==> src/sv/spe_pkg.sv <==
// shared types and constants of the semaphore pool engine
package spe_pkg;

    // operation codes carried on s_tuser
    localparam logic [1:0] OP_ACQUIRE = 2'd0;
    localparam logic [1:0] OP_RELEASE = 2'd1;
    localparam logic [1:0] OP_ALLOC   = 2'd2;

    // result error codes
    localparam logic [1:0] ERR_NONE   = 2'd0;
    localparam logic [1:0] ERR_RANGE  = 2'd1;
    localparam logic [1:0] ERR_OWNER  = 2'd2;
    localparam logic [1:0] ERR_NOFREE = 2'd3;

    // field widths
    localparam int OPCODE_W = 2;
    localparam int INDEX_W  = 6;
    localparam int REQ_W    = 16;
    localparam int COUNT_W  = 7;
    localparam int ERR_W    = 2;

    // stream payload widths, padded to whole bytes
    localparam int S_TDATA_W = 24;
    localparam int M_TDATA_W = 16;

    // entries examined per cycle by the free-entry search
    localparam int SCAN_W = 64;

    // sem_count after reset
    localparam logic [COUNT_W-1:0] COUNT_RESET = 7'd64;

    // commands from the controller to the datapath
    typedef struct packed {
        logic load;   // capture the input transaction, read the owner store
        logic scan;   // examine one group of entries for a free one
        logic exec;   // decide, update the bank, load the result register
    } spe_cmd_t;

    // status from the datapath to the controller
    typedef struct packed {
        logic in_search;  // incoming transaction is an allocate with index 0
        logic scan_hit;   // current group holds a free entry
        logic scan_last;  // current group is the last one
        logic out_free;   // result register can take a new result
    } spe_status_t;

endpackage

==> src/sv/semaphore_pool_engine.sv <==
// top level of the semaphore pool engine
// A bank of NUM_SEMS spinlock semaphores, each with a lock bit, a 16-bit owner
// id and an in-use mark; entry 0 is reserved. Each input transaction (acquire
// try, release, allocate) returns exactly one result transaction. Items are
// handled one at a time: acquire, release and allocate of an explicit index
// go through capture with owner-store read, then decide and update; an
// allocate with index 0 runs the first-free search between the two, which
// examines 64 entries per cycle and stops at the first group with a hit.
// The decide step waits while the result register still holds an untaken
// result. A finished result waits in an output register while the next
// transaction is taken. Reset frees every lock and clears every owner at once,
// with no clearing pass; sem_count resets to 64. The user must write it only
// while the engine is idle; the block itself does not enforce this.
module semaphore_pool_engine #(
    parameter int NUM_SEMS = 64
) (
    input  logic                           aclk,
    input  logic                           aresetn,
    // input stream
    input  logic                           s_tvalid,
    output logic                           s_tready,
    input  logic [spe_pkg::S_TDATA_W-1:0]  s_tdata,   // sem_index, requester_id, initially_free
    input  logic [spe_pkg::OPCODE_W-1:0]   s_tuser,   // opcode
    // result stream
    output logic                           m_tvalid,
    input  logic                           m_tready,
    output logic [spe_pkg::M_TDATA_W-1:0]  m_tdata,   // granted, result_index, error_code
    // sem_count register
    input  logic                           cfg_wr_en,
    input  logic [spe_pkg::COUNT_W-1:0]    cfg_wr_data
);

    spe_pkg::spe_cmd_t    cmd;
    spe_pkg::spe_status_t status;

    // sequencing
    spe_ctrl u_ctrl (
        .aclk     (aclk),
        .aresetn  (aresetn),
        .s_tvalid (s_tvalid),
        .s_tready (s_tready),
        .status   (status),
        .cmd      (cmd)
    );

    // bank state and result
    spe_datapath #(
        .NUM_SEMS (NUM_SEMS)
    ) u_datapath (
        .aclk        (aclk),
        .aresetn     (aresetn),
        .s_tdata     (s_tdata),
        .s_tuser     (s_tuser),
        .m_tvalid    (m_tvalid),
        .m_tready    (m_tready),
        .m_tdata     (m_tdata),
        .cfg_wr_en   (cfg_wr_en),
        .cfg_wr_data (cfg_wr_data),
        .cmd         (cmd),
        .status      (status)
    );

endmodule

==> src/sv/spe_ctrl.sv <==
// controller state machine of the semaphore pool engine
module spe_ctrl (
    input  logic                aclk,
    input  logic                aresetn,
    input  logic                s_tvalid,
    output logic                s_tready,
    input  spe_pkg::spe_status_t status,
    output spe_pkg::spe_cmd_t    cmd
);

    typedef enum logic [2:0] {
        ST_IDLE   = 3'b001,
        ST_SEARCH = 3'b010,
        ST_EXEC   = 3'b100
    } state_t;

    state_t state_reg;
    state_t state_next;

    // next state and commands
    always_comb begin
        state_next = state_reg;
        cmd        = '0;
        s_tready   = 1'b0;
        case (state_reg)
            ST_IDLE: begin
                s_tready = 1'b1;
                if (s_tvalid) begin
                    cmd.load   = 1'b1;
                    state_next = status.in_search ? ST_SEARCH : ST_EXEC;
                end
            end
            ST_SEARCH: begin
                cmd.scan = 1'b1;
                if (status.scan_hit || status.scan_last) begin
                    state_next = ST_EXEC;
                end
            end
            ST_EXEC: begin
                if (status.out_free) begin
                    cmd.exec   = 1'b1;
                    state_next = ST_IDLE;
                end
            end
            default: begin
                state_next = ST_IDLE;
            end
        endcase
    end

    // state register
    always_ff @(posedge aclk) begin
        if (!aresetn) begin
            state_reg <= ST_IDLE;
        end else begin
            state_reg <= state_next;
        end
    end

endmodule

==> src/sv/spe_datapath.sv <==
// datapath of the semaphore pool engine: bank state, search and result register
module spe_datapath #(
    parameter int NUM_SEMS = 64
) (
    input  logic                                  aclk,
    input  logic                                  aresetn,
    input  logic [spe_pkg::S_TDATA_W-1:0]         s_tdata,
    input  logic [spe_pkg::OPCODE_W-1:0]          s_tuser,
    output logic                                  m_tvalid,
    input  logic                                  m_tready,
    output logic [spe_pkg::M_TDATA_W-1:0]         m_tdata,
    input  logic                                  cfg_wr_en,
    input  logic [spe_pkg::COUNT_W-1:0]           cfg_wr_data,
    input  spe_pkg::spe_cmd_t                     cmd,
    output spe_pkg::spe_status_t                  status
);

    localparam int IDX_W  = $clog2(NUM_SEMS);
    localparam int NCHUNK = (NUM_SEMS + spe_pkg::SCAN_W - 1) / spe_pkg::SCAN_W;
    localparam int CHK_W  = (NCHUNK > 1) ? $clog2(NCHUNK) : 1;
    localparam int POS_W  = $clog2(spe_pkg::SCAN_W);
    localparam int CAND_W = NCHUNK * spe_pkg::SCAN_W;

    // input field unpacking
    logic [spe_pkg::INDEX_W-1:0]  in_idx;
    logic [spe_pkg::REQ_W-1:0]    in_req;
    logic                         in_free;
    logic [IDX_W+spe_pkg::INDEX_W-1:0] in_idx_ext;
    logic [IDX_W-1:0]             in_tgt;
    logic                         in_range_err;

    assign in_idx     = s_tdata[5:0];
    assign in_req     = s_tdata[21:6];
    assign in_free    = s_tdata[22];
    assign in_idx_ext = {{IDX_W{1'b0}}, in_idx};
    assign in_tgt     = in_idx_ext[IDX_W-1:0];

    // bank state
    logic [NUM_SEMS-1:0]          lock_free_reg;
    logic [NUM_SEMS-1:0]          owner_empty_reg;
    logic [NUM_SEMS-1:0]          in_use_reg;
    logic [spe_pkg::REQ_W-1:0]    owner_mem [NUM_SEMS];
    logic [spe_pkg::COUNT_W-1:0]  sem_count_reg;

    // captured transaction
    logic [spe_pkg::OPCODE_W-1:0] op_reg;
    logic [spe_pkg::INDEX_W-1:0]  idx_reg;
    logic [spe_pkg::REQ_W-1:0]    req_reg;
    logic                         free_reg;
    logic                         search_reg;
    logic                         range_err_reg;
    logic [IDX_W-1:0]             tgt_reg;
    logic                         hit_reg;
    logic [CHK_W-1:0]             chunk_reg;
    logic [spe_pkg::REQ_W-1:0]    rd_owner_reg;

    // result register
    logic                         m_tvalid_reg;
    logic                         granted_reg;
    logic [spe_pkg::INDEX_W-1:0]  res_idx_reg;
    logic [spe_pkg::ERR_W-1:0]    err_reg;

    // range check of the incoming index
    assign in_range_err = ((in_idx == '0) && (s_tuser != spe_pkg::OP_ALLOC))
                       || ({1'b0, in_idx} >= sem_count_reg)
                       || (32'(in_idx) >= 32'(NUM_SEMS));

    // candidate entries for the search: unowned, above zero, below the count
    logic [CAND_W-1:0] cand;
    genvar gi;
    generate
        for (gi = 0; gi < CAND_W; gi++) begin : g_cand
            if (gi >= 1 && gi < NUM_SEMS) begin : g_live
                assign cand[gi] = owner_empty_reg[gi]
                               && (32'(gi) < 32'(sem_count_reg));
            end else begin : g_dead
                assign cand[gi] = 1'b0;
            end
        end
    endgenerate

    // priority encoder over one group of entries
    logic [spe_pkg::SCAN_W-1:0] scan_bits;
    logic [POS_W-1:0]           scan_pos;
    logic                       scan_hit;
    logic [IDX_W-1:0]           scan_idx;

    assign scan_bits = cand[chunk_reg*spe_pkg::SCAN_W +: spe_pkg::SCAN_W];
    assign scan_hit  = |scan_bits;

    always_comb begin
        scan_pos = '0;
        for (int i = spe_pkg::SCAN_W - 1; i >= 0; i--) begin
            if (scan_bits[i]) begin
                scan_pos = POS_W'(i);
            end
        end
    end

    assign scan_idx = IDX_W'(32'(chunk_reg) * spe_pkg::SCAN_W + 32'(scan_pos));

    // status to the controller
    assign status.in_search = (s_tuser == spe_pkg::OP_ALLOC) && (in_idx == '0);
    assign status.scan_hit  = scan_hit;
    assign status.scan_last = (32'(chunk_reg) == 32'(NCHUNK - 1));
    assign status.out_free  = !m_tvalid_reg || m_tready;

    // decision for the captured transaction
    logic [IDX_W+spe_pkg::INDEX_W-1:0] tgt_ext;
    logic [spe_pkg::REQ_W-1:0]         owner_cur;
    logic                              granted;
    logic [spe_pkg::INDEX_W-1:0]       res_idx;
    logic [spe_pkg::ERR_W-1:0]         err;
    logic                              lf_we;
    logic                              lf_val;
    logic                              own_we;
    logic [spe_pkg::REQ_W-1:0]         own_val;
    logic                              use_we;

    assign tgt_ext   = {{spe_pkg::INDEX_W{1'b0}}, tgt_reg};
    assign owner_cur = owner_empty_reg[tgt_reg] ? '0 : rd_owner_reg;

    always_comb begin
        granted = 1'b0;
        res_idx = idx_reg;
        err     = spe_pkg::ERR_NONE;
        lf_we   = 1'b0;
        lf_val  = 1'b0;
        own_we  = 1'b0;
        own_val = '0;
        use_we  = 1'b0;
        case (op_reg)
            spe_pkg::OP_ACQUIRE: begin
                if (range_err_reg) begin
                    err = spe_pkg::ERR_RANGE;
                end else if (lock_free_reg[tgt_reg]) begin
                    granted = 1'b1;
                    lf_we   = 1'b1;
                    lf_val  = 1'b0;
                    own_we  = 1'b1;
                    own_val = req_reg;
                end
            end
            spe_pkg::OP_RELEASE: begin
                if (range_err_reg) begin
                    err = spe_pkg::ERR_RANGE;
                end else if (owner_cur != req_reg) begin
                    err = spe_pkg::ERR_OWNER;
                end else begin
                    lf_we  = 1'b1;
                    lf_val = 1'b1;
                end
            end
            spe_pkg::OP_ALLOC: begin
                if (search_reg && !hit_reg) begin
                    err     = spe_pkg::ERR_NOFREE;
                    res_idx = '0;
                end else if (!search_reg && range_err_reg) begin
                    err = spe_pkg::ERR_RANGE;
                end else if (search_reg || owner_empty_reg[tgt_reg]) begin
                    // claim: owned and locked unless left free
                    granted = 1'b1;
                    res_idx = tgt_ext[spe_pkg::INDEX_W-1:0];
                    lf_we   = 1'b1;
                    lf_val  = free_reg;
                    own_we  = 1'b1;
                    own_val = free_reg ? '0 : req_reg;
                    use_we  = 1'b1;
                end
            end
            default: begin
            end
        endcase
    end

    // configuration register
    always_ff @(posedge aclk) begin
        if (!aresetn) begin
            sem_count_reg <= spe_pkg::COUNT_RESET;
        end else if (cfg_wr_en) begin
            sem_count_reg <= cfg_wr_data;
        end
    end

    // capture of the input transaction and search progress
    always_ff @(posedge aclk) begin
        if (cmd.load) begin
            op_reg        <= s_tuser;
            idx_reg       <= in_idx;
            req_reg       <= in_req;
            free_reg      <= in_free;
            search_reg    <= status.in_search;
            range_err_reg <= in_range_err;
            tgt_reg       <= in_tgt;
            hit_reg       <= 1'b0;
            chunk_reg     <= '0;
        end else if (cmd.scan) begin
            if (scan_hit) begin
                hit_reg <= 1'b1;
                tgt_reg <= scan_idx;
            end else if (!status.scan_last) begin
                chunk_reg <= CHK_W'(chunk_reg + 1'b1);
            end
        end
    end

    // owner store: written on update, read when a transaction is taken
    always_ff @(posedge aclk) begin
        if (cmd.exec && own_we) begin
            owner_mem[tgt_reg] <= own_val;
        end
    end

    always_ff @(posedge aclk) begin
        if (cmd.load) begin
            rd_owner_reg <= owner_mem[in_tgt];
        end
    end

    // per-entry flags; an owner-empty entry reads as owner zero
    always_ff @(posedge aclk) begin
        if (!aresetn) begin
            lock_free_reg   <= '1;
            owner_empty_reg <= '1;
            in_use_reg      <= '0;
        end else if (cmd.exec) begin
            if (lf_we) begin
                lock_free_reg[tgt_reg] <= lf_val;
            end
            if (own_we) begin
                owner_empty_reg[tgt_reg] <= (own_val == '0);
            end
            if (use_we) begin
                in_use_reg[tgt_reg] <= 1'b1;
            end
        end
    end

    // result register
    always_ff @(posedge aclk) begin
        if (!aresetn) begin
            m_tvalid_reg <= 1'b0;
        end else if (cmd.exec) begin
            m_tvalid_reg <= 1'b1;
        end else if (m_tready) begin
            m_tvalid_reg <= 1'b0;
        end
    end

    always_ff @(posedge aclk) begin
        if (cmd.exec) begin
            granted_reg <= granted;
            res_idx_reg <= res_idx;
            err_reg     <= err;
        end
    end

    assign m_tvalid = m_tvalid_reg;
    assign m_tdata  = {7'd0, err_reg, res_idx_reg, granted_reg};

`ifndef ASSERT_OFF
    // a result is never loaded over one that is still waiting
    a_no_overwrite: assert property (@(posedge aclk) disable iff (!aresetn)
        cmd.exec |-> (!m_tvalid_reg || m_tready))
        else $error("result register overwritten");

    // a granted acquire leaves the lock held
    a_acquire_holds: assert property (@(posedge aclk) disable iff (!aresetn)
        (cmd.exec && granted && (op_reg == spe_pkg::OP_ACQUIRE))
        |=> !lock_free_reg[$past(tgt_reg)])
        else $error("acquired lock still free");

    // a claimed entry is marked in use
    a_claim_in_use: assert property (@(posedge aclk) disable iff (!aresetn)
        (cmd.exec && granted && (op_reg == spe_pkg::OP_ALLOC))
        |=> in_use_reg[$past(tgt_reg)])
        else $error("claimed entry not marked in use");

    // the search only lands on an unowned entry
    a_search_unowned: assert property (@(posedge aclk) disable iff (!aresetn)
        (cmd.exec && search_reg && hit_reg) |-> owner_empty_reg[tgt_reg])
        else $error("search found an owned entry");
`endif

endmodule

==> config.mk <==
export PLATFORM = sky130hd
export DESIGN_NAME = semaphore_pool_engine
export DESIGN_NICKNAME = d
export VERILOG_FILES = /design/src/sv/spe_pkg.sv /design/src/sv/semaphore_pool_engine.sv /design/src/sv/spe_ctrl.sv /design/src/sv/spe_datapath.sv
export SDC_FILE = /design/constraint.sdc
export NUM_CORES = 1
export LEC_CHECK = 0
export ABC_AREA = 1
export BUFFER_PORTS_ARGS = -buffer_cell sky130_fd_sc_hd__buf_2
export CAP_MARGIN = 5
export CORE_UTILIZATION = 40
export CTS_BUF_LIST = sky130_fd_sc_hd__clkbuf_4 sky130_fd_sc_hd__clkbuf_8 sky130_fd_sc_hd__clkbuf_16
export DETAILED_ROUTE_END_ITERATION = 10
export PLACE_DENSITY_LB_ADDON = 0.05
export SLEW_MARGIN = 15
export SYNTH_ARGS = -nofsm -noshare
export SYNTH_HDL_FRONTEND = slang
export SYNTH_SLANG_ARGS = --single-unit
==> constraint.sdc <==
create_clock -name aclk -period 15.2 [get_ports aclk]
set_input_delay 0 -clock aclk [delete_from_list [all_inputs] [get_ports aclk]]
set_output_delay 0 -clock aclk [all_outputs]
set_load 0.01 [all_outputs]
# Word-level counts from Yosys, hierarchy flattened
# Memory sizes are Yosys's and may differ from the RTL's. A register that Yosys moved wholly into a read port is not among the register bits.
# Index checks and enable logic that the tools add are counted.
# W data, S select, Z words.
op_classes:
  n_reduce_logical: 89
  shift: 1
  eq_ne: 11
  n_addsub: 2
  order_cmp: 66
  mux: 122
  div: 0
  n_bitwise: 2
  n_mul: 0
op_table:
  columns: ["cell", "n"]
  rows:
  - ["$mux W6", 71]
  - ["$lt A6 B7 Y1 const A", 32]
  - ["$bwmux W64", 2]
  - ["$lt A5 B7 Y1 const A", 16]
  - ["$mux W16", 7]
  - ["$logic_and A1 B1 Y1", 69]
  - ["$reduce_or A64 Y1", 1]
  - ["$shiftx A64 B8 Y64", 1]
  - ["$lt A4 B7 Y1 const A", 8]
  - ["$pmux W16 S2", 1]
  - ["$lt A3 B7 Y1 const A", 4]
  - ["$mux W1", 26]
  - ["$logic_not A16 Y1", 1]
  - ["$ne A16 B16 Y1", 1]
  - ["$lt A2 B7 Y1 const A", 2]
  - ["$bmux W1 S6", 2]
  - ["$mux W3", 4]
  - ["$reduce_and A2 Y1", 5]
  - ["$pmux W3 S3", 1]
  - ["$ge A6 B7 Y1", 1]
  - ["$lt A1 B7 Y1 const A", 1]
  - ["$lt A6 B7 Y1 const B", 1]
  - ["$add A1 B6 Y6 const A", 1]
  - ["$demux W1 S6", 1]
  - ["other kinds (20)", 34]
totals:
  input_bits: 38
  ramBits: 1024
  reg_bits: 183
  mem_count: 1
  latch_bits: 0
  wordCells: 311
  out_inout_bits: 18
  mem_bits_ro: 0
memory_table:
  columns: ["name", "depth", "word_bits", "rd", "rd_clocked_by_memory_dff", "wr", "line_no", "text"]
  rows:
  - ["u_datapath.owner_mem", 64, 16, 1, 1, 1, "spe_datapath.sv:42", "logic [spe_pkg::REQ_W-1:0] owner_mem [NUM_SEMS];"]

# Longest topological paths before layout
depth:
  ltp_word: 71
  mapped_depth: 68

# Cells and area by module
# From an unflattened synthesis, not the netlist that was laid out.
unflattened:
  hier_cells: 4381
  hier_area_um2: 50403.3
by_module_without_submodules:
  columns: ["mod", "area_per_inst_um2", "n_inst", "cells_each"]
  rows:
  - ["spe_datapath", 50194.4, 1, 4347]
  - ["spe_ctrl", 209.0, 1, 34]

# Worst setup path before layout
# OpenSTA, ideal clock, no wires.
synth_timing:
  kind: "register to register"
  startpoint: "register u_datapath.tgt_reg[0]"
  endpoint: "register u_datapath.owner_empty_reg[44]"
  n_path_buf: 2
  synth_period_minus_slack_ns: 4.930
  setup_slack_ns: 10.270
  stages_incl_launch_ff: 24
  arrival_time_ns: 4.742
  setup_ns: 0.188
  path_cell_list: "edfxtp_1 -> inv_1 -> nor3_4 -> clkinv_1 -> o22ai_1 -> a21oi_1 -> o2111ai_1 -> nand2_1 -> nand2_1 -> a211oi_1 -> nand2_1 -> nor2_1 -> nor2_1 -> nand2_1 -> nand2_1 -> nand2_1 -> clkbuf_1 -> nor2_1 -> nor4_1 -> nand2_1 -> nor2_1 -> clkbuf_1 -> nand2_1 -> o211ai_1"
synth_via:
  word_cells_on_any_way: 25
  classes_between: "order compare: 2; mux: 19; reduce/logical: 4"
synth_rtl:
  columns: ["element", "line_no", "text"]
  rows:
  - ["start, declared", "spe_datapath.sv:52", "logic [IDX_W-1:0] tgt_reg;"]
  - ["start signal, assigned", "spe_datapath.sv:194", "tgt_reg <= in_tgt;"]
  - ["start signal, assigned", "spe_datapath.sv:200", "tgt_reg <= scan_idx;"]
  - ["$bmux W1 S6", "spe_datapath.sv:160", "end else if (search_reg || owner_empty_reg[tgt_reg]) begin"]
  - ["$mux W1 (implied by the code)", "spe_datapath.sv:160", null]
  - ["$logic_or A1 B1 Y1", "spe_datapath.sv:160", null]
  - ["$mux W1 (3 in a row)", null, null]
  - ["$pmux W1 S2 (*)", null, null]
  - ["via u_datapath.granted", "spe_datapath.sv:111", "logic granted;"]
  - ["$reduce_and A2 Y1 (no source line) (*)", null, null]
  - ["end signal, assigned by index", "spe_datapath.sv:231", "owner_empty_reg[tgt_reg] <= (own_val == '0);"]
  - ["end, declared", "spe_datapath.sv:40", "logic [NUM_SEMS-1:0] owner_empty_reg;"]
# Mark *: on every way through the listed nets, which the timed path passes. The rest lies on a longest branch. The select of a mux whose other input is x is not followed.
# A chain may end at the register's enable or synchronous reset.

# Final worst setup path
layout_timing:
  startpoint: "register u_datapath.tgt_reg[0]"
  endpoint: "register u_datapath.lock_free_reg[48]"
layout_via:
  elab_chain_cells: 8
  word_cells_on_any_way: 26
  classes_between: "order compare: 2; eq/ne: 1; mux: 20; reduce/logical: 3"
layout_rtl:
  columns: ["element", "line_no", "text"]
  rows:
  - ["$bmux W1 S6", "spe_datapath.sv:121, spe_datapath.sv:160", null]
  - ["$mux W1 (implied by the code)", "spe_datapath.sv:121, spe_datapath.sv:160", null]
  - ["$mux W16 / $logic_or A1 B1 Y1 (equally long branches)", "spe_datapath.sv:121, spe_datapath.sv:160", null]
  - ["$ne A16 B16 Y1, or another cell as far along", "spe_datapath.sv:147", "end else if (owner_cur != req_reg) begin"]
  - ["$mux W1 (on tied branches) (2 in a row)", null, null]
  - ["$pmux W1 S3 / $pmux W1 S2 (equally long branches)", "spe_datapath.sv:132", "case (op_reg)"]
  - ["$reduce_and A2 Y1 (no source line) / $bwmux W64 (equally long branches)", null, null]
  - ["end signal, assigned by index", "spe_datapath.sv:228", "lock_free_reg[tgt_reg] <= lf_val;"]
  - ["end, declared", "spe_datapath.sv:39", "logic [NUM_SEMS-1:0] lock_free_reg;"]
# Parallel ways exist; a longest one is shown, timed or not. The select of a mux whose other input is x is not followed.

==> metrics <==
outcome finished, violations left; violated checks design-rule violations; CP startpoint u_datapath.tgt_reg[0]; cell taking the most area after synthesis edfxtp_1; worst skew pair latency ~0.8 ns; main combinational cell family by area after synthesis compound AO/OA/AOI/OAI gates; Worst Setup End Kind register; Setup TNS 0 ns; crit path max fanout 64; most frequent cells after synthesis 1082 x edfxtp_1, 591 x o21ai_0, 573 x nor2_1; vias post-DR 34.5k; CORE AREA 124000 um^2; met3 WL post-DR 7880 um; DR top layer met5; post-layout util 46.6%; Rows approximately 130; post-route minimum period 7.68 ns; post-synthesis cell area 50200 um^2; adder-cell area share of the yosys netlist 0.249%; Cell Pwr Density 128 nW/um^2; ys async rst share 0%; wire per inst 25.8 um; CP Launch Type register; GPL Wtd Cong 0.884; relative slew slack 28.6%; xor/xnor cell area share of the yosys netlist less than 1%; largest net degree at the start of global routing 176; Largest register FFs slightly above 1k; first-pass GRT wire length 229000 um; clock transition at the registers of the reported paths approximately 0.06 ns; drt total wl roughly 160000 um; CTS tree built; CP Data Required Time between 15 and 20 ns; PortBufs 47; worst hold slack 0.123 ns; Distinct cells, synth 55; ys flop type edfxtp_1; Synth warnings 0; layout net count approximately 4.4k; Synth area leaders edfxtp_1 65%, o21ai_0 5.9%, dfxtp_1 5.6%; Hold Crit Start s_tuser[0]; CTS Sinks 1222; crit path DAT between 8 and 9 ns; I/O pin total 56; sequential cell area fraction in the yosys report 70.3%; initial antenna violation count 4; Starting DRT DRC Count 3078; Crit Path Category reg2reg; Die ar. 127000 um^2; Tcrit/Tclk final around half; post-synthesis mux area share 0%; Hold Path Class in2reg; start of the worst register-to-register path u_datapath.tgt_reg[0]; RSZ-0062 raised after global routing false; multi-input logic area approximately 13000 um^2; WL met2 75300 um; DRC Markers 2; final slew viol count 0; Die Width 356 um; dpl hpwl approximately 90000 um; Die Span Y approximately 360 um; PostCTS Resize Cnt 0; average vias per placed instance 5.62; count of final hold-check violations 0; Initial Util 40.4%; peak supply drop ~0.12 mV; leakage power total around 20 nW; vias in the first global route 32.8k; synthesized flop and latch total 1222; H-Tree Depth 4; setup violators final 0; Mapped Avg Cell Area 11.7 um^2; Clock Tree Buf Depth 3; Compound-Gate Fraction of Synth Area between 10% and 20%; worst slew pin tran 1.06 ns; Post-Place Setup Slack 7.93 ns; Post-synth EDFFs 1082; Fin Clk Skew 0.0304 ns; Area growth syn-to-layout 15.3%; top-count cell post-synth edfxtp_1; drt pass-1 iters 9; WL met1 71700 um; max_cap viols 0; hold buffers post-CTS 63; Remaining Overflow, GRT 0; Tot GR Track Use 24.9%; Final ANT Viol Nets 0; CTS buffer count 137; sequential cell area 35300 um^2; layout cells sized above 1 11.7%; Cells after Synth 4296; post-synthesis simple-gate area fraction 10.5%; PnR worst setup slack approximately 7.5 ns; Yosys top cell area share approximately two thirds; Max Fclk 0.130 GHz; Root Driver clkbuf_16; Post-CTS Setup Bufs 0; Fill cells 11.3k
==> cell type report <==
| class | instances | area share, % |
|---|---|---|
| flip-flops and latches | 1222 | 61.0 |
| multi-input cells | 2528 | 23.0 |
| clock buffers | 178 | 6.63 |
| well taps | 1637 | 3.54 |
| repair buffers | 241 | 3.26 |
| inverters | 262 | 1.74 |
| clock inverters | 71 | 0.882 |
| diodes | 4 | 0.0173 |
==> critical path: stages, from the launching register on <==
cell	delay, ns
edfxtp_1	0.51
inv_1	0.19
nor3_4	0.60
clkinv_1	0.76
buf_4	0.47
o22ai_1	0.15
a221oi_1	0.07
o2111ai_1	0.18
a211oi_1	0.18
nand2_1	0.46
inv_2	0.28
nand2_1	0.14
xor2_1	0.07
a21oi_1	0.24
nand4_1	0.15
nor4_2	0.81
nand3_1	0.34
a2111oi_2	0.46
clkinv_2	0.79
nor3_1	0.47
a21oi_1	0.11
o21ai_0	0.10
==> metal layers <==
layer,up-vias,global-route usage [%]
met5,-,0
met4,2,6.83
met3,190,3.45
met2,914,40.3
met1,17400,35.0
li1,16000,-
==> cells by family (layout without fill, tap and decap cells) <==
logic type,count (synthesis),in the layout
other,1,11
AND/OR/NAND/NOR,1284,1284
AO/OA/AOI/OAI,1219,1219
XOR/XNOR,8,8
adder cells (fa/ha/maj),10,10
buffers and inverters,552,752
flip-flops,1222,1222
==> power breakdown <==
group          total, mW  internal, mW  leakage, nW  switching (mW)
Sequential          3.68          3.66         11.1          0.0142
Clock               3.20          1.83         2.18            1.37
Combinational      0.529         0.131         6.74           0.397
==> layout by cell type, fill, tap and decap left out, types with 8 or more instances in the layout <==
cell / count
a311o_1: 9
nor3_1: 89
a31oi_1: 27
inv_2: 13
buf_4: 132
o221ai_1: 95
xor2_1: 8
nand3_1: 72
clkinv_1: 38
dlygate4sd3_1: 63
edfxtp_1: 1082
buf_2: 43
nor2_1: 552
nor3_2: 69
clkinv_2: 22
inv_1: 238
o22ai_1: 178
o211ai_1: 115
a221oi_1: 12
a211oi_1: 12
clkbuf_4: 32
o21ai_0: 591
ha_1: 10
clkbuf_16: 141
nand4_1: 31
nand2_1: 429
a21oi_1: 140
nor2_4: 21
dfxtp_1: 140
==> stage by stage <==
step	power, mW	instances	area [um^2]
CTS	7.48	6139	57900
global placement	4.27	5827	52900
floorplan	4.05	4302	50200
finish	7.41	6143	57900
global route	7.64	6139	57900
detailed placement	4.27	5827	52900
==> worst paths after layout <==
check	endpoint	slack (ns)	cells after the start
max	u_datapath.lock_free_reg[48]	7.52	21
min	u_ctrl.state_reg[1]	0.12	5
max reg2reg	u_datapath.lock_free_reg[48]	7.52	21
min reg2reg	u_datapath.lock_free_reg[30]	0.47	2
(Power assumes the default switching activity.)
